## config.mk

```make
export PLATFORM = sky130hd
export DESIGN_NAME = rbu_prep
export DESIGN_NICKNAME = d
export VERILOG_FILES = /design/src/rbu_pkg.sv /design/src/rbu_prep.sv
export SDC_FILE = /design/constraint.sdc
export NUM_CORES = 1
export LEC_CHECK = 0
export ABC_CLOCK_PERIOD_IN_PS = 4500
export BUFFER_PORTS_ARGS = -buffer_cell sky130_fd_sc_hd__buf_2
export CAP_MARGIN = 20
export CORE_AREA = 2 2 119 121
export CTS_CLUSTER_SIZE = 12
export DETAILED_ROUTE_END_ITERATION = 8
export DIE_AREA = 0 0 121 123
export PLACE_DENSITY_LB_ADDON = 0.15
export SYNTH_ARGS = -nofsm -noshare
export SYNTH_HDL_FRONTEND = slang
export SYNTH_SLANG_ARGS = --single-unit
```

## constraint.sdc

```tcl
create_clock -name clock -period 4.5 [get_ports clock]
set_input_delay 0.45 -clock clock [delete_from_list [all_inputs] [get_ports clock]]
set_output_delay 0.45 -clock clock [all_outputs]
set_load 0.01 [all_outputs]
```

## src/rbu_pkg.sv

```systemverilog
// rbu_pkg: shared widths, constants and the arctangent table of the bearing unit
// no dependencies; imported by every module of the block

package rbu_pkg;

   localparam int COORD_WIDTH     = 16;
   localparam int ANGLE_FRAC_BITS = 13;
   localparam int CORDIC_STEPS    = 16;

   localparam int ANGLE_W     = 16;
   localparam int GUARD_SHIFT = 60 - COORD_WIDTH;
   localparam int DIFF_W      = COORD_WIDTH + 1;
   localparam int VEC_W       = 64;
   localparam int Z_W         = 36;
   localparam int RND_SH      = 32 - ANGLE_FRAC_BITS;
   localparam int RND_W       = Z_W - RND_SH;
   localparam int SUM_W       = RND_W + 2;
   localparam int STEP_W      = (CORDIC_STEPS > 1) ? $clog2(CORDIC_STEPS) : 1;

   localparam longint PI_Q32 = 64'sd13493037705;
   localparam longint PI_F   = (PI_Q32 + (64'sd1 <<< (RND_SH - 1))) >>> RND_SH;

   localparam logic signed [Z_W-1:0]   PI_Z      = Z_W'(PI_Q32);
   localparam logic signed [Z_W-1:0]   RND_HALF  = Z_W'(64'sd1 <<< (RND_SH - 1));
   localparam logic signed [SUM_W-1:0] PI_S      = SUM_W'(PI_F);
   localparam logic signed [SUM_W-1:0] TWO_PI_S  = SUM_W'(2 * PI_F);

   typedef struct packed {
      logic signed [VEC_W-1:0]   x;
      logic signed [VEC_W-1:0]   y;
      logic signed [Z_W-1:0]     z;
      logic signed [ANGLE_W-1:0] heading;
      logic                      zero;
   } rbu_lane_type;

   function automatic logic signed [Z_W-1:0] atan_q32(input logic [STEP_W-1:0] idx);
      logic signed [Z_W-1:0] r;
      case (idx)
         0:       r = Z_W'(64'sd3373259426);
         1:       r = Z_W'(64'sd1991351318);
         2:       r = Z_W'(64'sd1052175346);
         3:       r = Z_W'(64'sd534100635);
         4:       r = Z_W'(64'sd268086748);
         5:       r = Z_W'(64'sd134174063);
         6:       r = Z_W'(64'sd67103403);
         7:       r = Z_W'(64'sd33553749);
         8:       r = Z_W'(64'sd16777131);
         9:       r = Z_W'(64'sd8388597);
         10:      r = Z_W'(64'sd4194303);
         default: r = (32'(idx) < 32) ? Z_W'(64'sd1 <<< (32 - 32'(idx))) : '0;
      endcase
      return r;
   endfunction

endpackage

```

## src/rbu_prep.sv

```systemverilog
// rbu_prep: entry stage, forms the difference vector, scales it and folds the left half plane
// depends on rbu_pkg

module rbu_prep (
   input  logic                               clock,
   input  logic                               reset,
   input  logic                               in_valid,
   output logic                               in_ready,
   input  logic signed [rbu_pkg::COORD_WIDTH-1:0] focal_x,
   input  logic signed [rbu_pkg::COORD_WIDTH-1:0] focal_y,
   input  logic signed [rbu_pkg::ANGLE_W-1:0]     focal_heading,
   input  logic signed [rbu_pkg::COORD_WIDTH-1:0] neighbor_x,
   input  logic signed [rbu_pkg::COORD_WIDTH-1:0] neighbor_y,
   output logic                               out_valid,
   input  logic                               out_ready,
   output rbu_pkg::rbu_lane_type              out_lane
);
   import rbu_pkg::*;

   logic signed [DIFF_W-1:0] dx;
   logic signed [DIFF_W-1:0] dy;
   logic signed [VEC_W-1:0]  xs;
   logic signed [VEC_W-1:0]  ys;
   rbu_lane_type             lane_in;
   rbu_lane_type             lane_ff;
   logic                     valid_ff;
   logic                     valid_in;

   assign in_ready = !valid_ff || out_ready;
   assign valid_in = in_ready ? in_valid : valid_ff;

   always_comb begin
      dx = DIFF_W'(neighbor_x) - DIFF_W'(focal_x);
      dy = DIFF_W'(neighbor_y) - DIFF_W'(focal_y);
      xs = VEC_W'(dx) <<< GUARD_SHIFT;
      ys = VEC_W'(dy) <<< GUARD_SHIFT;
      lane_in.heading = focal_heading;
      lane_in.zero    = (dx == '0) && (dy == '0);
      if (dx < 0) begin
         lane_in.x = -xs;
         lane_in.y = -ys;
         lane_in.z = (dy >= 0) ? PI_Z : -PI_Z;
      end else begin
         lane_in.x = xs;
         lane_in.y = ys;
         lane_in.z = '0;
      end
   end

   always_ff @(posedge clock) begin
      if (reset) begin
         valid_ff <= 1'b0;
      end else begin
         valid_ff <= valid_in;
      end
   end

   always_ff @(posedge clock) begin
      if (in_valid && in_ready) begin
         lane_ff <= lane_in;
      end
   end

   assign out_valid = valid_ff;
   assign out_lane  = lane_ff;

endmodule

```

==> results of run 1 <==
==> cell usage in the layout (no fill, tap or decap), types with 8 or more instances in the layout <==
| cell | instances |
|---|---|
| buf_2 | 178 |
| conb_1 | 91 |
| edfxtp_1 | 60 |
| inv_1 | 44 |
| ha_1 | 35 |
| nor2_1 | 30 |
| a21oi_1 | 29 |
| xnor2_1 | 26 |
| nand2_1 | 24 |
| xor2_1 | 20 |
| o21ai_0 | 14 |
| and2_1 | 13 |
| a21o_1 | 11 |
| nor3_1 | 10 |
| clkbuf_16 | 9 |
| nor2b_1 | 8 |
| and3_1 | 8 |
| nand3_1 | 8 |
==> cells in the mapped netlist (2+ instances only) <==
master,count,share of area
a2111oi_0,2,0.0033
o21bai_1,4,0.0056
a211oi_1,6,0.0084
nor2b_1,8,0.0093
a31oi_1,6,0.0070
o211ai_1,4,0.0056
o21ai_0,14,0.013
nor2_1,30,0.021
o2111ai_1,2,0.0033
buf_4,121,0.17
fa_1,2,0.0074
o21a_1,5,0.0070
ha_1,35,0.081
nand3b_1,3,0.0042
xnor2_1,26,0.042
a21o_1,11,0.015
clkbuf_1,8,0.0056
nand2b_1,5,0.0058
and2_1,14,0.016
edfxtp_1,60,0.34
or3_1,6,0.0070
inv_1,44,0.031
a21boi_1,2,0.0028
xor2_1,20,0.033
nand4_1,5,0.0058
a211o_1,2,0.0033
or2_2,2,0.0023
nand2_1,24,0.017
and3_1,8,0.0093
o31ai_1,3,0.0042
a221oi_1,4,0.0065
nor3_1,10,0.0093
o21ai_1,3,0.0028
a21oi_1,29,0.027
o31a_1,3,0.0049
nor4_1,3,0.0035
nand3_1,8,0.0074
o211a_1,4,0.0074
==> how the worst max path moves through the flow <==
stage / start / end / slack, ns / cells after the start
finish: focal_x[4] / out_lane[177] / 1.01 / 13
global placement: focal_x[0] / out_lane[177] / 0.76 / 13
global route: focal_x[4] / out_lane[177] / 0.71 / 13
detailed placement: focal_x[4] / out_lane[177] / 0.69 / 13
CTS: focal_x[4] / out_lane[177] / 1.04 / 13
floorplan: focal_x[4] / out_lane[177] / 1.14 / 13
==> routing by layer <==
layer	track usage	vias up	routed length [um]
li1	-	2116	-
met4	0.04651	0	186
met2	0.2500	204	5506
met5	0	-	0
met3	0.04613	9	1018
met1	0.2060	1937	5307
==> worst max-delay path: cells and delay by family <==
kind,cells,cell delay [ns]
simple gates,7,1.55
compound gates,2,0.83
fa+ha+maj,2,0.64
buf+inv,2,0.11
==> logic make-up after synthesis <==
| group | synth area share |
|---|---|
| buf+inv | 0.2090 |
| mux | 0.001862 |
| other cells | 0.0006975 |
| fa+ha+maj | 0.08890 |
| flops | 0.3388 |
| xor+xnor | 0.07494 |
| compound gates | 0.1550 |
| simple gates | 0.1308 |
==> cell type report <==
class / count / area, um^2 / share of cell area
sequential: 61 / 1822 / 0.2936
tap: 180 / 225.2 / 0.03630
inverter: 45 / 168.9 / 0.02722
multi-input combinational: 425 / 2770 / 0.4465
clock buffer: 10 / 239.0 / 0.03852
clock inverter: 6 / 46.29 / 0.007461
timing repair buffer: 182 / 933.4 / 0.1504
==> through the flow <==
stage	instance area (um^2)	hold slack (ns)	cells
after floorplan	5714	0.5191	662
after global placement	5899	0.5472	892
after detailed placement	5899	0.5585	892
after CTS	6185	0.2574	908
after global routing	6205	0.2618	909
final	6205	0.2698	909
==> power by group through the flow <==
| stage | registers (mW) | clock network [mW] | logic [mW] |
|---|---|---|---|
| floorplan | 0.810 | 0 | 0.536 |
| CTS | 0.762 | 0.669 | 0.725 |
| global route | 0.767 | 0.694 | 0.808 |
| finish | 0.758 | 0.649 | 0.723 |
| global placement | 0.772 | 0 | 0.716 |
| detailed placement | 0.772 | 0 | 0.721 |
==> flip-flops by register name, summed over array words and instances, names as in the netlist <==
signal,cells
out_valid,1
out_lane,60
==> results.md, run 1 <==
• 0 — antenna violations before repair
• 2 — Max Root-Sink Buffers
• 0.5514 — normalized max-slew margin
• 4.693 — average vias per placed instance
• 61 — count of state elements after synthesis
• 0.06 ns — clk slew on worst S/H paths
• in2reg — category of the critical setup timing path
• 0 — endpoints failing hold
• 13,610 um^2 — Core Area
• 14,880 um^2 — Die Footprint
• a2111oi_0 — Worst path slowest cell
• 0 — hold-fix buffer count after cts
• 1.414 mW — Internal
• 0.3388 — sequential fraction of the synthesis area
• 0.2863 GHz — fmax
• 1.008 ns — post-layout worst setup margin
• 0 — Remaining DRCs
• 3.027 nW — static leakage power
• completed — result of the run
• 267 — number of top-level pins
• 0.7761 — final cycle utilization of the critical path
• 0.4558 — final cell utilization of the core
• 9699 um — post-detail-place hpwl
• 3,660 — via count of the first global-routing pass
• buf_2, inv_1, ha_1, a21oi_1, nand2_1, or3_1, a2111oi_0, nand3b_1, nor3_1, nand4_1, nor3_1, ha_1, and2_1 — cells traversed along the worst timing path
• 18,150 um — wire length of the first global-routing pass
• 0 — Max-Cap Viols
• 0 — total congestion overflow
• 0.8238 — Final Wtd Congestion
• 2 — Cells on Worst Hold Path
• 2.130 mW — power consumption
• out_valid — FF-to-FF Start
• in2reg — worst hold-check path type
• 0.305 — part of the total power dissipated in the clock network
• 0.356 — Reg power frac
• 343.3 nW/um^2 — total power per unit cell area
• 0 — total setup violations reported at the end of the flow
• 0 — count of buffers added by post-CTS timing repair for setup
• 1,325 — fill count
• 3 — # H-tree levels
• reset — start point of the worst hold path
• yes — clock tree from TritonCTS
• 0 — number of nets with antenna violations after routing
• 0.60 ns — delay contributed by the slowest stage of the critical path
• flop — kind of end point of the critical path
• 0.2908 — share of post-route cells with drive strength above 1
• 157.9 uV — maximum ir drop on the vdd rail
• 121 um — die width
• 0.6941 ns — pre-CTS setup slack
• 0.7163 mW — switching power summed over all nets
• 0.339 — share of total power in combinational logic
• no — unrepaired setup endpoints after global routing
• 0 ns — setup TNS
• 7 — crit-path max FO
• input pin — critical path launch point type
• 0 — count of warnings emitted by yosys
• 9 — number of buffers created by CTS
• 0 — number of instances resized during post-cts repair
• 50 — pin count of the biggest net entering global routing
• 61 — Num Clock Sinks
• 64 — number of different library cells in the post-synthesis netlist
• clkbuf_16 — clk root buf
• 5376 um^2 — Post-Synthesis Cell Area
• 0 — share of synthesized flip-flops with an asynchronous set or reset
• 3.492 ns — clock period minus worst slack
• 0 — Final Max Tran Viols
• 43 — Core Rows
• 60 — count of flip-flops with a built-in enable after synthesis
• 4.58 ns — worst path required time
• out_valid — destination of the worst hold path
• 845 — final net count
• 4,266 — total via count in the routed design
• 15.41% — signed area change from the synthesized netlist to the final layout
• 572 — Post-Synthesis Cells
• 0.32 ns — Clk Latency, worst-skew pair
• 123 um — chip height
• edfxtp_1 — Top FF cell, synth
• 0.3363 — net switching fraction of the power
• 0.004936 ns — clock skew
• 0.1567 — total routing resource utilization after global routing
• 12,020 um — routed wire length
• 0.3950 — effective utilization at floorplan
• 2.89 ns — Register-to-Register Setup Slack
• 239 — first-iteration detailed-routing DRC count
• 4 — number of cells on the worst reg-to-reg path
• 9.399 um^2 — synthesized area per cell
• 4 — router iterations before antenna repair
• 13.22 um — wire length per cell after detailed routing
• 0.6728 ns — slew of the pin with the lowest slew margin
• 178 — port buffer count
• 3.57 ns — CP Data Arrival Time
• out_lane[97] — reg-to-reg critical path endpoint
• 0 — number of antenna repair diodes
(Power assumes the default switching activity.)
==> inputs of run 2 (changes only) <==
--- a/config.mk
+++ b/config.mk
@@ -5,13 +5,14 @@
 export SDC_FILE = /design/constraint.sdc
 export NUM_CORES = 1
 export LEC_CHECK = 0
-export ABC_CLOCK_PERIOD_IN_PS = 4500
+export ABC_AREA = 1
+export ABC_CLOCK_PERIOD_IN_PS = 3600
 export BUFFER_PORTS_ARGS = -buffer_cell sky130_fd_sc_hd__buf_2
 export CAP_MARGIN = 20
-export CORE_AREA = 2 2 119 121
+export CORE_AREA = 2 2 126 128
 export CTS_CLUSTER_SIZE = 12
 export DETAILED_ROUTE_END_ITERATION = 8
-export DIE_AREA = 0 0 121 123
+export DIE_AREA = 0 0 128 130
 export PLACE_DENSITY_LB_ADDON = 0.15
 export SYNTH_ARGS = -nofsm -noshare
 export SYNTH_HDL_FRONTEND = slang
==> constraint.sdc (replaced) <==
create_clock -name clock -period 3.6 [get_ports clock]
set_input_delay 0.36 -clock clock [delete_from_list [all_inputs] [get_ports clock]]
set_output_delay 0.36 -clock clock [all_outputs]
set_load 0.01 [all_outputs]
==> results.md, run 2 <==
• 0.05 ns — clk slew on worst S/H paths
• 12,660 um — routed wire length
• 162.9 uV — maximum ir drop on the vdd rail
• 267 — number of top-level pins
• 0 — number of instances resized during post-cts repair
• 60 — count of flip-flops with a built-in enable after synthesis
• 9 — number of buffers created by CTS
• 2.719 ns — clock period minus worst slack
• 398.3 nW/um^2 — total power per unit cell area
• 2 — Cells on Worst Hold Path
• 1,653 — fill count
• 0 — Max-Cap Viols
• buf_2, ha_1, fa_1, ha_1, inv_1, nor2_1, nand3_1, nor2_1, nand3_1, nor2_2, nand3_1, nor3_1, ha_1, inv_1, nor2_1 — cells traversed along the worst timing path
• 0.2983 — portion of synthesized cell area occupied by the leading cell type
• clkbuf_16 — clk root buf
• in2reg — category of the critical setup timing path
• 13.28% — signed area change from the synthesized netlist to the final layout
• 0.7554 — final cycle utilization of the critical path
• 2 — Max Root-Sink Buffers
• 1.97 ns — Register-to-Register Setup Slack
• 4,976 — total via count in the routed design
• 0.32 ns — Clk Latency, worst-skew pair
• 15,420 um^2 — Core Area
• 0 — hold-fix buffer count after cts
• 6040 um^2 — Post-Synthesis Cell Area
• 0.4811 — normalized max-slew margin
• 130 um — chip height
• no — unrepaired setup endpoints after global routing
• 2 — number of cells on the worst reg-to-reg path
• 16,640 um^2 — Die Footprint
• 3017 um^2 — multi-input logic area
• nand2_1, inv_1, buf_4 — commonest cells in the synthesized netlist
• 5871 um — length of routed met2 wiring
• 61 — Num Clock Sinks
• 0.3677 GHz — fmax
• met4 — Max Used Layer
• 19,840 um — wire length of the first global-routing pass
• 1,108 — final net count
• 10,690 um — post-detail-place hpwl
• 814 um — met3 wire len
• 202 — first-iteration detailed-routing DRC count
• yes — clock tree from TritonCTS
• in2reg — worst hold-check path type
• completed — result of the run
• 60 — Largest register FFs
• 0 — share of synthesized flip-flops with an asynchronous set or reset
• 178 — port buffer count
• 0 — number of nets with antenna violations after routing
• 4.203 — average vias per placed instance
• 2.79 ns — CP Data Arrival Time
• out_valid — destination of the worst hold path
• out_lane[100] — reg-to-reg critical path endpoint
• edfxtp_1 — Top FF cell, synth
• 46 — Core Rows
• 0 — endpoints failing hold
• out_valid — FF-to-FF Start
• 2.725 mW — power consumption
• 4,236 — via count of the first global-routing pass
• 0.3915 — effective utilization at floorplan
• 0 — Final Max Tran Viols
• 1822 um^2 — flip-flop and latch area
• nand2_1 — most frequently used cell type in the post-synthesis netlist
• 0.004445 ns — clock skew
• 3 — crit-path max FO
• 0 — count of buffers added by post-CTS timing repair for setup
• nand2_1, buf_2, inv_1, conb_1, edfxtp_1 — highest-count cells in the layout ignoring fill and taps
• edfxtp_1, buf_4, nand2_1 — largest cells by area after synthesis
• 0 — total congestion overflow
• 0 — Remaining DRCs
• 3.906 nW — static leakage power
• fa_1 — Worst path slowest cell
• 0.3016 — sequential fraction of the synthesis area
• 15 — Worst path depth
• 0.54 ns — delay contributed by the slowest stage of the critical path
• 39 — pin count of the biggest net entering global routing
• 0.2440 — share of post-route cells with drive strength above 1
• 3.67 ns — worst path required time
• 0.7767 ns — slew of the pin with the lowest slew margin
• 10.69 um — wire length per cell after detailed routing
• 0 — number of antenna repair diodes
• adder cells — kind of cell adding the most delay to the critical path
• 3 — number of buffers and inverters on the critical path
• 0 — count of warnings emitted by yosys
• input pin — critical path launch point type
• 0 ns — setup TNS
• 0.8437 — Final Wtd Congestion
• 5 — router iterations before antenna repair
• edfxtp_1 — cell type contributing the most total cell area after synthesis
• 5882 um — met1 layer wirelength in the final routing
• 0 — antenna violations before repair
• 128 um — die width
• 7.242 um^2 — synthesized area per cell
• nand2_1 — most common cell after layout, fill and taps aside
• 3 — # H-tree levels
• 0 — total setup violations reported at the end of the flow
• flop — kind of end point of the critical path
• 834 — Post-Synthesis Cells
• reset — start point of the worst hold path
• 35 — number of different library cells in the post-synthesis netlist
• 0.1484 — total routing resource utilization after global routing
• 61 — count of state elements after synthesis
[run 2: cell count changes in the layout (fill, tap and decap cells not counted), moves of 8 or more]
cell	before	now
o21ai_0	14	2
xor2_1	20	11
and3_1	8	0
nor2b_1	8	0
inv_1	44	150
xnor2_1	26	14
nand3_1	8	59
nand2_2	0	10
nand2_1	24	229
nor2_2	0	13
nor2_1	30	48
and2_1	13	4
a21o_1	11	1
[run 2: worst max path at each step]
stage / to / slack (ns) / from
finish: out_lane[177] / 0.88 / focal_x[0]
global route: out_lane[177] / 0.65 / neighbor_x[0]
CTS: out_lane[177] / 0.91 / focal_x[0]
detailed placement: out_lane[177] / 0.57 / focal_x[0]
global placement: out_lane[177] / 0.66 / focal_x[0]
floorplan: out_lane[177] / 0.97 / neighbor_x[0]
[run 2: worst reg2reg max path, stage by stage, from the launching register on]
cell and delay (ns):
dfxtp_1 0.34, a21oi_4 0.64, buf_12 0.32
[run 2: routing by layer]
metal / vias up / track usage
met3: 7 / 0.02378
li1: 2678 / -
met5: - / 0
met4: 0 / 0.02909
met2: 174 / 0.2586
met1: 2117 / 0.1966
[run 2: logic make-up after synthesis]
kind of cell,share of synthesized area
AND/OR/NAND/NOR,0.2921
buffers and inverters,0.2567
flip-flops,0.3016
adder cells (fa/ha/maj),0.07914
AO/OA/AOI/OAI,0.02818
XOR/XNOR,0.04164
other,0.0006209
[run 2: power by group]
part | internal (mW) | leakage (nW) | switching [mW]
clock network | 0.459 | 0.127 | 0.300
registers | 0.919 | 0.590 | 0.0364
logic | 0.367 | 3.19 | 0.644
total | 1.74 | 3.91 | 0.980
[run 2: per-stage QoR]
stage	utilization	area, um^2	setup slack, ns	hold WS, ns	instances
2_1_floorplan	-	6381	0.9691	0.4291	924
3_3_place_gp	0.4262	6574	0.6575	0.5159	1168
3_5_place_dp	0.4262	6574	0.5735	0.5224	1168
4_1_cts	0.4435	6842	0.9088	0.1791	1184
5_1_grt	0.4435	6842	0.6468	0.1862	1184
6_report	0.4435	6842	0.8807	0.1937	1184
[run 2: final cells by class]
class                   count  area share
flip-flops and latches     61      0.2663
inverters                 155     0.08541
clock buffers               9     0.03292
clock inverters             7    0.006218
well taps                 192     0.03511
multi-input cells         581      0.4409
repair buffers            179      0.1331
==> inputs of run 3 (changes only) <==
--- a/config.mk
+++ b/config.mk
@@ -6,7 +6,7 @@
 export NUM_CORES = 1
 export LEC_CHECK = 0
 export ABC_AREA = 1
-export ABC_CLOCK_PERIOD_IN_PS = 3600
+export ABC_CLOCK_PERIOD_IN_PS = 2350
 export BUFFER_PORTS_ARGS = -buffer_cell sky130_fd_sc_hd__buf_2
 export CAP_MARGIN = 20
 export CORE_AREA = 2 2 126 128
==> constraint.sdc (replaced) <==
create_clock -name clock -period 2.35 [get_ports clock]
set_input_delay 0.235 -clock clock [delete_from_list [all_inputs] [get_ports clock]]
set_output_delay 0.235 -clock clock [all_outputs]
set_load 0.01 [all_outputs]
==> results.md, run 3 (same netlist as run 2, synthesis figures left out) <==
• 0.06201 ns — post-layout worst setup margin
• 267 — number of top-level pins
• 61 — Num Clock Sinks
• 1,611 — fill count
• 46 — Core Rows
• 0.3915 — effective utilization at floorplan
• 2.42 ns — worst path required time
• 0.8698 — Final Wtd Congestion
• 3 — # H-tree levels
• 128 um — die width
• in2reg — worst hold-check path type
• 0 — total congestion overflow
• 0.007150 ns — clock skew
• 11,130 um — post-detail-place hpwl
• 0.5254 ns — slew of the pin with the lowest slew margin
• 0.1499 — total routing resource utilization after global routing
• 13,310 um — routed wire length
• 4.741 mW — power consumption
• in2reg — category of the critical setup timing path
• 3217 um^2 — multi-input logic area
• 0.05 ns — clk slew on worst S/H paths
• 1,192 — final net count
• 15,420 um^2 — Core Area
• 1822 um^2 — flip-flop and latch area
• 2 — crit-path max FO
• 4.181 — average vias per placed instance
• 41 — pin count of the biggest net entering global routing
• 4.369 nW — static leakage power
• nand2_1 — most common cell after layout, fill and taps aside
• 178 — port buffer count
• 1,247 — instance count after placement with tap cells included
• 0.9736 — final cycle utilization of the critical path
• 20,130 um — wire length of the first global-routing pass
• 0 — number of nets with antenna violations after routing
• flop — kind of end point of the critical path
• 0 — number of antenna repair diodes
• 0.4371 GHz — fmax
• 2.36 ns — CP Data Arrival Time
• 9 — number of buffers created by CTS
• 0.6497 — normalized max-slew margin
• 611.9 nW/um^2 — total power per unit cell area
• 0 — total setup violations reported at the end of the flow
• 10.49 um — wire length per cell after detailed routing
• nand2_1, buf_2, inv_1, conb_1, buf_4 — highest-count cells in the layout ignoring fill and taps
• 5,301 — total via count in the routed design
• yes — clock tree from TritonCTS
• 0.32 ns — Clk Latency, worst-skew pair
• 16,640 um^2 — Die Footprint
• completed — result of the run
• yes — unrepaired setup endpoints after global routing
• 0 — endpoints failing hold
• 0.06915 ns — worst hold slack
• 361.9 uV — maximum ir drop on the vdd rail
• 0.3318 — share of post-route cells with drive strength above 1
• 28.28% — signed area change from the synthesized netlist to the final layout
• 0 — antenna violations before repair
• -0.4659 ns — pre-CTS setup slack
• 5 — router iterations before antenna repair
• 2.288 ns — clock period minus worst slack
• clkbuf_16 — clk root buf
• 2 — Max Root-Sink Buffers
• 130 um — chip height
• 0 — Max-Cap Viols
• 4,459 — via count of the first global-routing pass
• 1,268 — Cell Count, Final, Fillers Out
• 0 — Final Max Tran Viols
• input pin — critical path launch point type
• 0.5023 — final cell utilization of the core
• 60 — Largest register FFs
• 248 — first-iteration detailed-routing DRC count
• 0 — Remaining DRCs
==> run 3: final cells by class <==
class                      count  area share
tap                          192     0.03101
clock buffer                  11     0.03004
clock inverter                 5    0.009690
inverter                     155     0.07671
multi-input combinational    582      0.4152
sequential                    61      0.2351
timing repair buffer         262      0.2022
==> run 3: critical path, stage by stage <==
cell and delay [ns]:
buf_8 0.08, inv_8 0.03, ha_4 0.15, fa_2 0.55, ha_4 0.14, inv_4 0.04, nor2_4 0.10, nand3_2 0.11
nor2_4 0.11, nand3_2 0.09, nor2_4 0.12, nand3_4 0.09, nor3_4 0.23, ha_4 0.23, inv_2 0.04, nor2_1 0.03
==> run 3: through the flow <==
step	TNS [ns]	instance area [um^2]
global placement	-7.533	7202
CTS	0	7536
floorplan	-0.1535	6411
global route	-0.07406	7747
finish	0	7747
detailed placement	-9.533	7202
==> run 3: worst paths after layout <==
path,start,endpoint,slack (ns),cells past startpoint
max,neighbor_x[0],out_lane[177],0.06,16
min,reset,out_valid,0.07,2
max reg2reg,out_valid,out_lane[180],0.99,2
min reg2reg,out_valid,out_valid,0.55,2
==> run 3: layer usage <==
| layer | global-route usage | vias up | routed length [um] |
|---|---|---|---|
| li1 | - | 2850 | - |
| met1 | 0.1898 | 2281 | 6034 |
| met2 | 0.2668 | 161 | 6457 |
| met3 | 0.02501 | 9 | 685 |
| met4 | 0.03878 | 0 | 127 |
| met5 | 0 | - | 0 |
==> run 3: what timing repair did <==
| item | in CTS | in global routing |
|---|---|---|
| pin swaps | 9 | 17 |
| gates cloned | 0 | 1 |
| buffers inserted | 1 | 3 |
| endpoints found under the setup margin | 2 | 36 |
| resized for setup | 5 | 43 |
| hold buffers | 0 | 0 |
==> run 3: report_power, final <==
| group | switching (mW) | internal, mW | leakage [nW] | total, mW |
|---|---|---|---|---|
| clock network | 0.444 | 0.921 | 0.145 | 1.36 |
| logic | 1.10 | 0.823 | 3.63 | 1.92 |
| registers | 0.0512 | 1.41 | 0.590 | 1.46 |
| total | 1.59 | 3.15 | 4.37 | 4.74 |
