[config.mk]
export PLATFORM = sky130hd
export DESIGN_NAME = rbu_wrap
export DESIGN_NICKNAME = d
export VERILOG_FILES = /design/src/rbu_pkg.sv /design/src/rbu_wrap.sv
export SDC_FILE = /design/constraint.sdc
export NUM_CORES = 1
export LEC_CHECK = 0
export ABC_AREA = 1
export BUFFER_PORTS_ARGS = -buffer_cell sky130_fd_sc_hd__buf_2
export CORE_MARGIN = 5
export CORE_UTILIZATION = 40
export CTS_BUF_LIST = sky130_fd_sc_hd__clkbuf_4 sky130_fd_sc_hd__clkbuf_8
export CTS_CLUSTER_DIAMETER = 40
export DETAILED_ROUTE_END_ITERATION = 10
export HOLD_SLACK_MARGIN = 0.05
export PLACE_DENSITY = 0.79
export SLEW_MARGIN = 15
export SYNTH_ARGS = -nofsm -noshare
export SYNTH_HDL_FRONTEND = slang
export SYNTH_SLANG_ARGS = --single-unit
export TNS_END_PERCENT = 20
[constraint.sdc]
create_clock -name clock -period 5.4 [get_ports clock]
set_input_delay 1.08 -clock clock [delete_from_list [all_inputs] [get_ports clock]]
set_output_delay 1.08 -clock clock [all_outputs]
set_load 0.005 [all_outputs]
[src/rbu_pkg.sv]
// rbu_pkg: shared widths, constants and the arctangent table of the bearing unit
// no dependencies; imported by every module of the block

package rbu_pkg;

   localparam int COORD_WIDTH     = 16;
   localparam int ANGLE_FRAC_BITS = 13;
   localparam int CORDIC_STEPS    = 16;

   localparam int ANGLE_W     = 16;
   localparam int GUARD_SHIFT = 60 - COORD_WIDTH;
   localparam int DIFF_W      = COORD_WIDTH + 1;
   localparam int VEC_W       = 64;
   localparam int Z_W         = 36;
   localparam int RND_SH      = 32 - ANGLE_FRAC_BITS;
   localparam int RND_W       = Z_W - RND_SH;
   localparam int SUM_W       = RND_W + 2;
   localparam int STEP_W      = (CORDIC_STEPS > 1) ? $clog2(CORDIC_STEPS) : 1;

   localparam longint PI_Q32 = 64'sd13493037705;
   localparam longint PI_F   = (PI_Q32 + (64'sd1 <<< (RND_SH - 1))) >>> RND_SH;

   localparam logic signed [Z_W-1:0]   PI_Z      = Z_W'(PI_Q32);
   localparam logic signed [Z_W-1:0]   RND_HALF  = Z_W'(64'sd1 <<< (RND_SH - 1));
   localparam logic signed [SUM_W-1:0] PI_S      = SUM_W'(PI_F);
   localparam logic signed [SUM_W-1:0] TWO_PI_S  = SUM_W'(2 * PI_F);

   typedef struct packed {
      logic signed [VEC_W-1:0]   x;
      logic signed [VEC_W-1:0]   y;
      logic signed [Z_W-1:0]     z;
      logic signed [ANGLE_W-1:0] heading;
      logic                      zero;
   } rbu_lane_type;

   function automatic logic signed [Z_W-1:0] atan_q32(input logic [STEP_W-1:0] idx);
      logic signed [Z_W-1:0] r;
      case (idx)
         0:       r = Z_W'(64'sd3373259426);
         1:       r = Z_W'(64'sd1991351318);
         2:       r = Z_W'(64'sd1052175346);
         3:       r = Z_W'(64'sd534100635);
         4:       r = Z_W'(64'sd268086748);
         5:       r = Z_W'(64'sd134174063);
         6:       r = Z_W'(64'sd67103403);
         7:       r = Z_W'(64'sd33553749);
         8:       r = Z_W'(64'sd16777131);
         9:       r = Z_W'(64'sd8388597);
         10:      r = Z_W'(64'sd4194303);
         default: r = (32'(idx) < 32) ? Z_W'(64'sd1 <<< (32 - 32'(idx))) : '0;
      endcase
      return r;
   endfunction

endpackage

[src/rbu_wrap.sv]
// rbu_wrap: exit stage, rounds the angle, subtracts the heading, wraps to one turn
// depends on rbu_pkg; its register is the result register of the block

module rbu_wrap (
   input  logic                               clock,
   input  logic                               reset,
   input  logic                               in_valid,
   output logic                               in_ready,
   input  rbu_pkg::rbu_lane_type              in_lane,
   output logic                               out_valid,
   input  logic                               out_ready,
   output logic signed [rbu_pkg::ANGLE_W-1:0] out_bearing
);
   import rbu_pkg::*;

   logic signed [Z_W-1:0]     zr;
   logic signed [RND_W-1:0]   ang;
   logic signed [SUM_W-1:0]   diff;
   logic signed [SUM_W-1:0]   wrapped;
   logic signed [ANGLE_W-1:0] bearing_in;
   logic signed [ANGLE_W-1:0] bearing_ff;
   logic                      valid_ff;
   logic                      valid_in;

   assign in_ready = !valid_ff || out_ready;
   assign valid_in = in_ready ? in_valid : valid_ff;

   always_comb begin
      zr   = (in_lane.z + RND_HALF) >>> RND_SH;
      ang  = in_lane.zero ? '0 : zr[RND_W-1:0];
      diff = SUM_W'(ang) - SUM_W'(in_lane.heading);
      if (diff >= PI_S) begin
         wrapped = diff - TWO_PI_S;
      end else if (diff < -PI_S) begin
         wrapped = diff + TWO_PI_S;
      end else begin
         wrapped = diff;
      end
      bearing_in = wrapped[ANGLE_W-1:0];
   end

   always_ff @(posedge clock) begin
      if (reset) begin
         valid_ff <= 1'b0;
      end else begin
         valid_ff <= valid_in;
      end
   end

   always_ff @(posedge clock) begin
      if (in_valid && in_ready) begin
         bearing_ff <= bearing_in;
      end
   end

   assign out_valid   = valid_ff;
   assign out_bearing = bearing_ff;

endmodule

==> impl_metrics.prom, run 1 <==
# TYPE chip_impl_metric gauge
chip_impl_metric{name="netlist_area",unit="mm²"} 0.002930
chip_impl_metric{name="fin_ws",unit="ns"} 0.7488
chip_impl_metric{name="finish.net_count",unit=""} 775
chip_impl_metric{name="post_synth_xor_area_fraction",unit=""} 0.06277
chip_impl_metric{name="final_max_slew_viol_count",unit=""} 0
chip_impl_metric{name="fmax",unit="GHz"} 0.2150
chip_impl_metric{name="final.period_utilization",unit=""} 0.8613
chip_impl_info{name="crit_type",value="input port to flip-flop"} 1
chip_impl_metric{name="post-cts-setup-buffer-count",unit=""} 0
chip_impl_metric{name="fin_tns_setup",unit="ns"} 0
chip_impl_metric{name="vdd_ir_drop_max",unit="µV"} 84.50
chip_impl_metric{name="total_switching_power",unit="W"} 0.0003164
chip_impl_metric{name="min_delay_path_depth",unit=""} 2
chip_impl_metric{name="power.sequential.fraction",unit=""} 0.268
chip_impl_info{name="cts_root_buf",value="sky130_fd_sc_hd__clkbuf_8"} 1
chip_impl_metric{name="routed_wire_length_per_instance",unit="µm"} 9.881
chip_impl_info{name="synth_top_family_by_area",value="simple AND/OR/NAND/NOR gates"} 1
chip_impl_info{name="hp-start",value="out_valid"} 1
chip_impl_metric{name="number_of_violations_reported_at_the_end_of_detailed_routing_iteration_0",unit=""} 91
chip_impl_metric{name="grt.total_usage",unit=""} 0.1500
chip_impl_metric{name="die_width",unit="µm"} 95.59
chip_impl_metric{name="synth_sequential_area_ratio",unit=""} 0.1708
chip_impl_metric{name="gpl.final_weighted_congestion",unit=""} 0.8724
chip_impl_metric{name="grt_pass1_wl",unit="µm"} 11430
chip_impl_metric{name="syn_nets",unit=""} 718
chip_impl_metric{name="post_synth_inst_count",unit=""} 511
chip_impl_info{name="timing.hold.worst_endpoint",value="out_valid"} 1
chip_impl_metric{name="r2r_slack",unit="ns"} 4.39
chip_impl_info{name="outcome",value="completed"} 1
chip_impl_metric{name="first_pass_iters",unit=""} 4
chip_impl_metric{name="post-route-drc-count",unit=""} 0
chip_impl_metric{name="vias",unit=""} 3121
chip_impl_metric{name="cts_buffer_depth",unit=""} 2
chip_impl_metric{name="clock_sinks",unit=""} 17
chip_impl_metric{name="cellPowerDensity",unit="mW/mm²"} 210.3
chip_impl_metric{name="die_area",unit="mm²"} 0.009137
chip_impl_metric{name="place.port_buffers",unit=""} 56
chip_impl_metric{name="ys_warn_count",unit=""} 0
chip_impl_metric{name="fp.dieH",unit="µm"} 95.59
chip_impl_metric{name="placed_area",unit="mm²"} 0.003297
chip_impl_metric{name="boundaryPins",unit=""} 203
chip_impl_metric{name="setup_viol_count_final",unit=""} 0
chip_impl_info{name="rr_startpoint",value="out_valid"} 1
chip_impl_metric{name="num_antenna_cells",unit=""} 0
chip_impl_metric{name="areaGrowthSynthToFinish",unit="%"} 14.30
chip_impl_metric{name="proportion_of_synthesized_area_in_mux_cells",unit=""} 0
chip_impl_metric{name="holdBufCountCts",unit=""} 0
chip_impl_metric{name="synth-edff-count",unit=""} 16
chip_impl_metric{name="stdcell_area",unit="mm²"} 0.003349
chip_impl_info{name="cts_tree",value="done"} 1
chip_impl_metric{name="p_comb_frac",unit=""} 0.606
chip_impl_metric{name="final.fill_count",unit=""} 754
chip_impl_info{name="yosys_most_used_dff",value="sky130_fd_sc_hd__edfxtp_1"} 1
chip_impl_metric{name="worstSkewPairLatency",unit="ns"} 0.24
chip_impl_metric{name="clk_pin_slew_worst_paths",unit="ns"} 0.06
chip_impl_metric{name="globalRouteOverflowTotal",unit=""} 0
chip_impl_metric{name="place_worst_setup_slack",unit="ns"} 0.4589
chip_impl_metric{name="core",unit="mm²"} 0.007176
chip_impl_metric{name="synth-async-reset-ratio",unit=""} 0
chip_impl_metric{name="tightest_slew_margin_relative_to_the_limit",unit=""} 0.6460
chip_impl_metric{name="postRouteAntennaNets",unit=""} 0
chip_impl_metric{name="synth-simple-area-share",unit=""} 0.4731
chip_impl_metric{name="cap_viol_max_count",unit=""} 0
chip_impl_info{name="critical_path.endpoint_type",value="flip-flop"} 1
chip_impl_metric{name="final_hold_vio_count",unit=""} 0
chip_impl_metric{name="fin_worst_skew",unit="ns"} 0.005102
chip_impl_metric{name="routed_wirelength",unit="µm"} 6581
chip_impl_metric{name="yosys.area_share.adder",unit=""} 0.09650
chip_impl_metric{name="first_global_vias",unit=""} 2817
chip_impl_metric{name="worst_ep_required_time",unit="ns"} 5.51
chip_impl_metric{name="worst_r2r_path_depth",unit=""} 2
chip_impl_metric{name="leakage",unit="nW"} 1.961
chip_impl_info{name="worstReg2RegEnd",value="out_bearing[13]"} 1
chip_impl_metric{name="synth.avg_cell_area",unit="µm²"} 5.734
chip_impl_info{name="critical_path_launch_point_type",value="input port"} 1
chip_impl_metric{name="initial_cell_density_of_the_core",unit=""} 0.4084
chip_impl_metric{name="yosysUniqueCellTypes",unit=""} 35
chip_impl_metric{name="final_period_minus_worst_setup_slack",unit="ns"} 4.651
chip_impl_metric{name="antenna_found_initial",unit=""} 0
chip_impl_info{name="rsz0062_at_grt",value="no"} 1
chip_impl_info{name="hold_class",value="flip-flop to flip-flop"} 1
chip_impl_metric{name="synth_compound_gate_area_share",unit=""} 0.07387
chip_impl_info{name="worst_setup_path_startpoint",value="in_lane[35]"} 1
chip_impl_metric{name="postSynthRegisterBits",unit=""} 17
chip_impl_metric{name="internal-power",unit="W"} 0.0003878
chip_impl_metric{name="crit_arrival",unit="ns"} 4.76
chip_impl_metric{name="sw_frac_of_total",unit=""} 0.4493
chip_impl_metric{name="cp_max_fo",unit=""} 13
chip_impl_metric{name="clock_power_share",unit=""} 0.125
chip_impl_metric{name="cts_bufs_inserted",unit=""} 3
chip_impl_metric{name="maximum_number_of_pins_on_one_net_before_global_route_repair",unit=""} 17
chip_impl_metric{name="worst_pin_slew",unit="ns"} 0.5309
chip_impl_metric{name="final_layout_size_suffix_gt1_frac",unit=""} 0.1658
chip_impl_metric{name="vias_per_cell",unit=""} 4.686
chip_impl_metric{name="rows",unit=""} 31
chip_impl_metric{name="dp_hpwl",unit="µm"} 5810
chip_impl_metric{name="clock_tree.htree_level_count",unit=""} 1
==> worst max-delay path by stage <==
stage | end | slack, ns
after floorplan | out_bearing[5] | 1.15
after global placement | out_bearing[5] | 0.56
after detailed placement | out_bearing[15] | 0.46
after CTS | out_bearing[4] | 0.70
after global routing | out_bearing[14] | 0.03
final | out_bearing[4] | 0.75
==> area by class of cell <==
| class | count | area (µm²) | share of cell area |
|---|---|---|---|
| repair buffers | 57 | 287.8 | 0.08592 |
| inverters | 84 | 315.3 | 0.09414 |
| multi-input cells | 405 | 2076 | 0.6197 |
| clock inverters | 1 | 5.005 | 0.001494 |
| flip-flops and latches | 17 | 500.5 | 0.1494 |
| well taps | 99 | 123.9 | 0.03698 |
| clock buffers | 3 | 41.29 | 0.01233 |
==> flip-flops by register name, summed over array words and instances (netlist names) <==
| signal | flops |
|---|---|
| out_bearing | 16 |
| out_valid | 1 |
==> critical path, cell delays in order <==
cell and delay [ns]:
sky130_fd_sc_hd__buf_2 0.13, sky130_fd_sc_hd__ha_1 0.17, sky130_fd_sc_hd__nand2_1 0.11, sky130_fd_sc_hd__nor3_1 0.26, sky130_fd_sc_hd__nand2_1 0.11, sky130_fd_sc_hd__nor2_1 0.10, sky130_fd_sc_hd__inv_1 0.09, sky130_fd_sc_hd__nor4_2 0.22
sky130_fd_sc_hd__nand2_1 0.08, sky130_fd_sc_hd__inv_1 0.08, sky130_fd_sc_hd__nand2_1 0.05, sky130_fd_sc_hd__inv_1 0.07, sky130_fd_sc_hd__nand3_1 0.06, sky130_fd_sc_hd__nor3b_1 0.15, sky130_fd_sc_hd__ha_1 0.33, sky130_fd_sc_hd__inv_1 0.11
sky130_fd_sc_hd__nor4_2 0.35, sky130_fd_sc_hd__nand4_1 0.15, sky130_fd_sc_hd__nand3_1 0.12, sky130_fd_sc_hd__xor2_1 0.33, sky130_fd_sc_hd__nand2_2 0.25, sky130_fd_sc_hd__inv_2 0.22, sky130_fd_sc_hd__nand2_1 0.07, sky130_fd_sc_hd__nand2_1 0.07
==> power groups by stage <==
stage	clock (W)	combinational, W	sequential (W)
2_1_floorplan	0	0.000330	0.000197
3_3_place_gp	0	0.000416	0.000191
3_5_place_dp	0	0.000427	0.000192
4_1_cts	0.0000909	0.000428	0.000189
5_1_grt	0.0000974	0.000494	0.000190
6_report	0.0000883	0.000427	0.000189
==> per-layer routing <==
| metal | vias to the layer above | track usage | wire length [µm] |
|---|---|---|---|
| met1 | 1339 | 0.1992 | 3207 |
| met3 | 4 | 0.01263 | 323 |
| li1 | 1713 | - | - |
| met2 | 65 | 0.2646 | 3013 |
| met5 | - | 0 | 0 |
| met4 | 0 | 0.02962 | 36 |
==> cells in the final DEF (no fill, tap or decap), types with 3 or more instances in the layout <==
master | Yosys | layout
sky130_fd_sc_hd__edfxtp_1 | 16 | 16
sky130_fd_sc_hd__a21oi_1 | 20 | 20
sky130_fd_sc_hd__inv_1 | 75 | 75
sky130_fd_sc_hd__o21ai_0 | 3 | 3
sky130_fd_sc_hd__clkbuf_8 | 0 | 3
sky130_fd_sc_hd__a21oi_2 | 4 | 4
sky130_fd_sc_hd__ha_1 | 21 | 21
sky130_fd_sc_hd__nand3_1 | 36 | 36
sky130_fd_sc_hd__inv_2 | 8 | 8
sky130_fd_sc_hd__o21bai_1 | 3 | 3
sky130_fd_sc_hd__nand4_1 | 6 | 6
sky130_fd_sc_hd__nor3_1 | 8 | 8
sky130_fd_sc_hd__nand2_2 | 12 | 12
sky130_fd_sc_hd__buf_2 | 0 | 56
sky130_fd_sc_hd__nor2_1 | 37 | 37
sky130_fd_sc_hd__nand2_1 | 214 | 214
sky130_fd_sc_hd__xor2_1 | 20 | 20
==> kinds of logic after synthesis <==
logic type | after synthesis
buffers and inverters | 89
AO/OA/AOI/OAI | 36
adder cells (fa/ha/maj) | 22
AND/OR/NAND/NOR | 326
XOR/XNOR | 21
flip-flops | 17
==> cell usage after synthesis (2+ instances only) <==
library cell               number  area [µm²]
sky130_fd_sc_hd__buf_6          3       33.78
sky130_fd_sc_hd__xor2_1        20       175.2
sky130_fd_sc_hd__o21ai_0        3       15.01
sky130_fd_sc_hd__a21oi_2        4       35.03
sky130_fd_sc_hd__nor4_1         3       18.77
sky130_fd_sc_hd__nand2_2       12       75.07
sky130_fd_sc_hd__a21oi_1       20       100.1
sky130_fd_sc_hd__inv_2          8       30.03
sky130_fd_sc_hd__o21bai_1       3       22.52
sky130_fd_sc_hd__edfxtp_1      16       480.5
sky130_fd_sc_hd__nand2_4        2       22.52
sky130_fd_sc_hd__nor2_2         2       12.51
sky130_fd_sc_hd__ha_1          21       262.8
sky130_fd_sc_hd__nand2_1      214       803.3
sky130_fd_sc_hd__inv_1         75       281.5
sky130_fd_sc_hd__nor3_1         8       40.04
sky130_fd_sc_hd__nand4_1        6       37.54
sky130_fd_sc_hd__nor3_2         2       20.02
sky130_fd_sc_hd__nand3_1       36       180.2
sky130_fd_sc_hd__o21a_1         2       15.01
sky130_fd_sc_hd__nor2_1        37       138.9
==> metrics by stage <==
stage / hold slack (ns) / instances / power [W] / util
after floorplan: 0.5067 / 511 / 0.0005274 / -
after global placement: 0.4843 / 662 / 0.0006072 / 0.4595
after detailed placement: 0.5080 / 662 / 0.0006188 / 0.4595
after CTS: 0.5179 / 666 / 0.0007083 / 0.4659
after global routing: 0.5488 / 666 / 0.0007821 / 0.4668
final: 0.5072 / 666 / 0.0007042 / 0.4668
==> timing repair <==
item | CTS | global route
endpoints found under the hold margin | 0 | 0
endpoints found under the setup margin | 0 | 12
gates resized for setup | 0 | 1
Note: power is estimated with default switching activity, not from simulation.
==> run 2: changes to the inputs <==
- ABC_AREA: 1 -> 0
- CORE_UTILIZATION: 40 -> 39
- PLACE_DENSITY: 0.79 -> 0.84
==> run 2 against run 1 <==
Effect of this change: cell area decreased by 18%; synthesized area down 22%; critical path depth is 5 lower; worst setup slack got worse by 0.29 ns; critical endpoint is now out_bearing[5]; fmax is 5.9% lower; via count is 30% lower; register-to-register slack worse by 0.37 ns; clock skew fell by 0.0029 ns; first-iteration DRC count rose by 44%; critical path type unchanged; combinational power is 14% lower; sequential power increased by 4%; wire length shrank 18%.
==> impl_metrics.prom, run 2 <==
# TYPE chip_impl_metric gauge
chip_impl_metric{name="areaGrowthSynthToFinish",unit="%"} 19.52
chip_impl_metric{name="multi_input_comb_area",unit="mm²"} 0.001653
chip_impl_metric{name="r2r_slack",unit="ns"} 4.02
chip_impl_metric{name="clk_pin_slew_worst_paths",unit="ns"} 0.06
chip_impl_metric{name="worstSkewPairLatency",unit="ns"} 0.25
chip_impl_metric{name="yosysUniqueCellTypes",unit=""} 57
chip_impl_metric{name="rows",unit=""} 28
chip_impl_info{name="cell_with_the_most_instances_after_synthesis",value="sky130_fd_sc_hd__inv_1"} 1
chip_impl_info{name="worstReg2RegEnd",value="out_bearing[13]"} 1
chip_impl_metric{name="worst_r2r_path_depth",unit=""} 2
chip_impl_info{name="critical_path.endpoint_type",value="flip-flop"} 1
chip_impl_metric{name="netlist_area",unit="mm²"} 0.002288
chip_impl_metric{name="setup_viol_count_final",unit=""} 0
chip_impl_metric{name="globalRouteOverflowTotal",unit=""} 0
chip_impl_metric{name="first_pass_iters",unit=""} 4
chip_impl_metric{name="post-cts-setup-buffer-count",unit=""} 0
chip_impl_info{name="hold_class",value="flip-flop to flip-flop"} 1
chip_impl_metric{name="cts_buffer_depth",unit=""} 2
chip_impl_metric{name="final_max_slew_viol_count",unit=""} 0
chip_impl_metric{name="place.port_buffers",unit=""} 56
chip_impl_metric{name="cts_resized",unit=""} 0
chip_impl_metric{name="final.fill_count",unit=""} 580
chip_impl_metric{name="final.period_utilization",unit=""} 0.9149
chip_impl_metric{name="leakage",unit="nW"} 1.263
chip_impl_metric{name="fin_tns_setup",unit="ns"} 0
chip_impl_info{name="worstPathCellList",value="buf_2, and3_1, and3_1, nand3_1, nor2_1, and3_1, nand2_1, xor2_1, nor2_1, ha_1, and3_1, a31oi_1, nand2_1, a221oi_2, o311ai_0, a311o_2, nand2_2, a21boi_1, mux2i_1"} 1
chip_impl_metric{name="max_reg_flops",unit=""} 16
chip_impl_metric{name="crit_arrival",unit="ns"} 4.94
chip_impl_metric{name="postRouteAntennaNets",unit=""} 0
chip_impl_metric{name="synth-async-reset-ratio",unit=""} 0
chip_impl_info{name="hp-start",value="out_valid"} 1
chip_impl_metric{name="ys_warn_count",unit=""} 0
chip_impl_metric{name="initial_cell_density_of_the_core",unit=""} 0.3935
chip_impl_metric{name="vias_per_cell",unit=""} 5.269
chip_impl_metric{name="finalHoldWorstSlack",unit="ns"} 0.5502
chip_impl_info{name="critical_path_launch_point_type",value="input port"} 1
chip_impl_metric{name="routed_wire_length_per_instance",unit="µm"} 13.05
chip_impl_metric{name="seq_area",unit="µm²"} 500.5
chip_impl_metric{name="worst_ep_required_time",unit="ns"} 5.40
chip_impl_info{name="timing.critical_path.slowest_stage_cell",value="sky130_fd_sc_hd__a311o_2"} 1
chip_impl_metric{name="final_hold_vio_count",unit=""} 0
chip_impl_metric{name="holdBufCountCts",unit=""} 0
chip_impl_metric{name="fp.dieH",unit="µm"} 86.60
chip_impl_info{name="synth_common_cells",value="sky130_fd_sc_hd__inv_1, sky130_fd_sc_hd__nor2_1, sky130_fd_sc_hd__ha_1, sky130_fd_sc_hd__nand2_1, sky130_fd_sc_hd__xnor2_1"} 1
chip_impl_metric{name="maximum_number_of_pins_on_one_net_before_global_route_repair",unit=""} 17
chip_impl_metric{name="cp_max_fo",unit=""} 11
chip_impl_info{name="outcome",value="completed"} 1
chip_impl_metric{name="num_antenna_cells",unit=""} 0
chip_impl_metric{name="tightest_slew_margin_relative_to_the_limit",unit=""} 0.5498
chip_impl_metric{name="first_global_vias",unit=""} 2119
chip_impl_metric{name="yosys.area.top_type_share",unit=""} 0.2100
chip_impl_metric{name="fmax",unit="GHz"} 0.2024
chip_impl_metric{name="postSynthRegisterBits",unit=""} 17
chip_impl_info{name="yosys_most_used_dff",value="sky130_fd_sc_hd__edfxtp_1"} 1
chip_impl_info{name="cell_taking_the_most_area_after_synthesis",value="sky130_fd_sc_hd__edfxtp_1"} 1
chip_impl_info{name="critPathMostFrequentCell",value="sky130_fd_sc_hd__and3_1"} 1
chip_impl_metric{name="core",unit="mm²"} 0.005816
chip_impl_metric{name="vias",unit=""} 2192
chip_impl_info{name="rsz0062_at_grt",value="no"} 1
chip_impl_metric{name="final_period_minus_worst_setup_slack",unit="ns"} 4.941
chip_impl_metric{name="synth_sequential_area_ratio",unit=""} 0.2187
chip_impl_info{name="cts_tree",value="done"} 1
chip_impl_metric{name="die_width",unit="µm"} 86.60
chip_impl_metric{name="worst_pin_slew",unit="ns"} 0.6669
chip_impl_metric{name="post-route-drc-count",unit=""} 0
chip_impl_metric{name="clock_sinks",unit=""} 17
chip_impl_metric{name="synth-edff-count",unit=""} 16
chip_impl_metric{name="antenna_found_initial",unit=""} 0
chip_impl_info{name="timing.hold.worst_endpoint",value="out_valid"} 1
chip_impl_info{name="rr_startpoint",value="out_valid"} 1
chip_impl_metric{name="gpl.final_weighted_congestion",unit=""} 0.8573
chip_impl_metric{name="die_area",unit="mm²"} 0.007500
chip_impl_metric{name="routed_wirelength",unit="µm"} 5429
chip_impl_info{name="commonest_non_fill_non_tap_cell_in_the_layout",value="sky130_fd_sc_hd__buf_2"} 1
chip_impl_metric{name="fin_worst_skew",unit="ns"} 0.002206
chip_impl_metric{name="cts_bufs_inserted",unit=""} 3
chip_impl_metric{name="cellPowerDensity",unit="mW/mm²"} 239.9
chip_impl_metric{name="grt_pass1_wl",unit="µm"} 9294
chip_impl_metric{name="syn_nets",unit=""} 486
chip_impl_info{name="crit_type",value="input port to flip-flop"} 1
chip_impl_metric{name="cap_viol_max_count",unit=""} 0
chip_impl_metric{name="synth.avg_cell_area",unit="µm²"} 8.202
chip_impl_metric{name="min_delay_path_depth",unit=""} 2
chip_impl_metric{name="grt.total_usage",unit=""} 0.1488
chip_impl_info{name="netlist_top_cells_area",value="sky130_fd_sc_hd__edfxtp_1, sky130_fd_sc_hd__ha_1, sky130_fd_sc_hd__xnor2_1, sky130_fd_sc_hd__xor2_1, sky130_fd_sc_hd__inv_1"} 1
chip_impl_info{name="cts_root_buf",value="sky130_fd_sc_hd__clkbuf_8"} 1
chip_impl_metric{name="slowest_stage_delay_on_critical_path",unit="ns"} 0.50
chip_impl_metric{name="final_layout_size_suffix_gt1_frac",unit=""} 0.2463
chip_impl_metric{name="post_synth_inst_count",unit=""} 279
chip_impl_metric{name="vdd_ir_drop_max",unit="µV"} 128.7
chip_impl_metric{name="number_of_violations_reported_at_the_end_of_detailed_routing_iteration_0",unit=""} 131
chip_impl_metric{name="dp_hpwl",unit="µm"} 4602
chip_impl_metric{name="finish.net_count",unit=""} 549
chip_impl_metric{name="boundaryPins",unit=""} 203
chip_impl_info{name="layout.cells.most_common_list",value="sky130_fd_sc_hd__buf_2, sky130_fd_sc_hd__inv_1, sky130_fd_sc_hd__nor2_1"} 1
chip_impl_metric{name="clock_tree.htree_level_count",unit=""} 1
run 2: cell types whose count changed after synthesis, sizes merged, moves of 11 or more:
cell and change:
and3 +11, inv -56, nor2 -17, nand3 -23, xnor2 +17, nand2 -208
run 2: critical path: cells and delay by family:
| kind | cells | cell delay, ns |
|---|---|---|
| simple gates | 10 | 1.65 |
| xor+xnor | 1 | 0.13 |
| fa+ha+maj | 1 | 0.35 |
| buf+inv | 1 | 0.12 |
| mux | 1 | 0.10 |
| compound gates | 5 | 1.51 |
run 2: cell type report:
type                            count  share of cell area
Clock buffer                        3             0.01510
Clock inverter                      1            0.001830
Inverter                           27             0.03705
Multi-Input combinational cell    229              0.6043
Sequential cell                    17              0.1830
Tap cell                           75             0.03431
Timing Repair Buffer               64              0.1244
run 2: worst max-delay path by stage:
stage	startpoint	endpoint	cells past startpoint
finish	in_lane[38]	out_bearing[5]	19
global route	in_lane[38]	out_bearing[12]	20
CTS	in_lane[35]	out_bearing[5]	16
detailed placement	in_lane[35]	out_bearing[5]	16
global placement	in_lane[35]	out_bearing[12]	16
floorplan	in_lane[35]	out_bearing[12]	16
run 2: kinds of logic (layout without fill, tap and decap cells):
kind of cell | Yosys count | count (layout) | synth area share
simple gates | 96 | 96 | 0.2089
compound gates | 75 | 75 | 0.2482
xor+xnor | 35 | 35 | 0.1372
buf+inv | 33 | 95 | 0.05905
fa+ha+maj | 22 | 22 | 0.1236
flops | 17 | 17 | 0.2187
mux | 1 | 1 | 0.004374
run 2: report_power, final:
group          switching, W  internal [W]
clock             0.0000405     0.0000511
combinational      0.000206      0.000161
sequential       0.00000815      0.000189
run 2: through the flow:
step	instances	setup slack, ns	cell area (µm²)	util	power (W)
detailed placement	412	0.2445	2689	0.4623	0.0005647
CTS	416	0.5076	2735	0.4703	0.0006588
finish	416	0.4594	2735	0.4703	0.0006563
floorplan	279	0.8005	2288	-	0.0004569
global placement	412	0.3373	2689	0.4623	0.0005539
global route	416	0.08521	2735	0.4703	0.0007090
run 2: per-layer routing:
layer | vias up | part of all wire | GRT usage
met1 | 988 | 0.45 | 0.1813
li1 | 1150 | - | -
met5 | - | 0 | 0
met4 | 0 | 0.016 | 0.04391
met2 | 48 | 0.49 | 0.2726
met3 | 6 | 0.044 | 0.01711
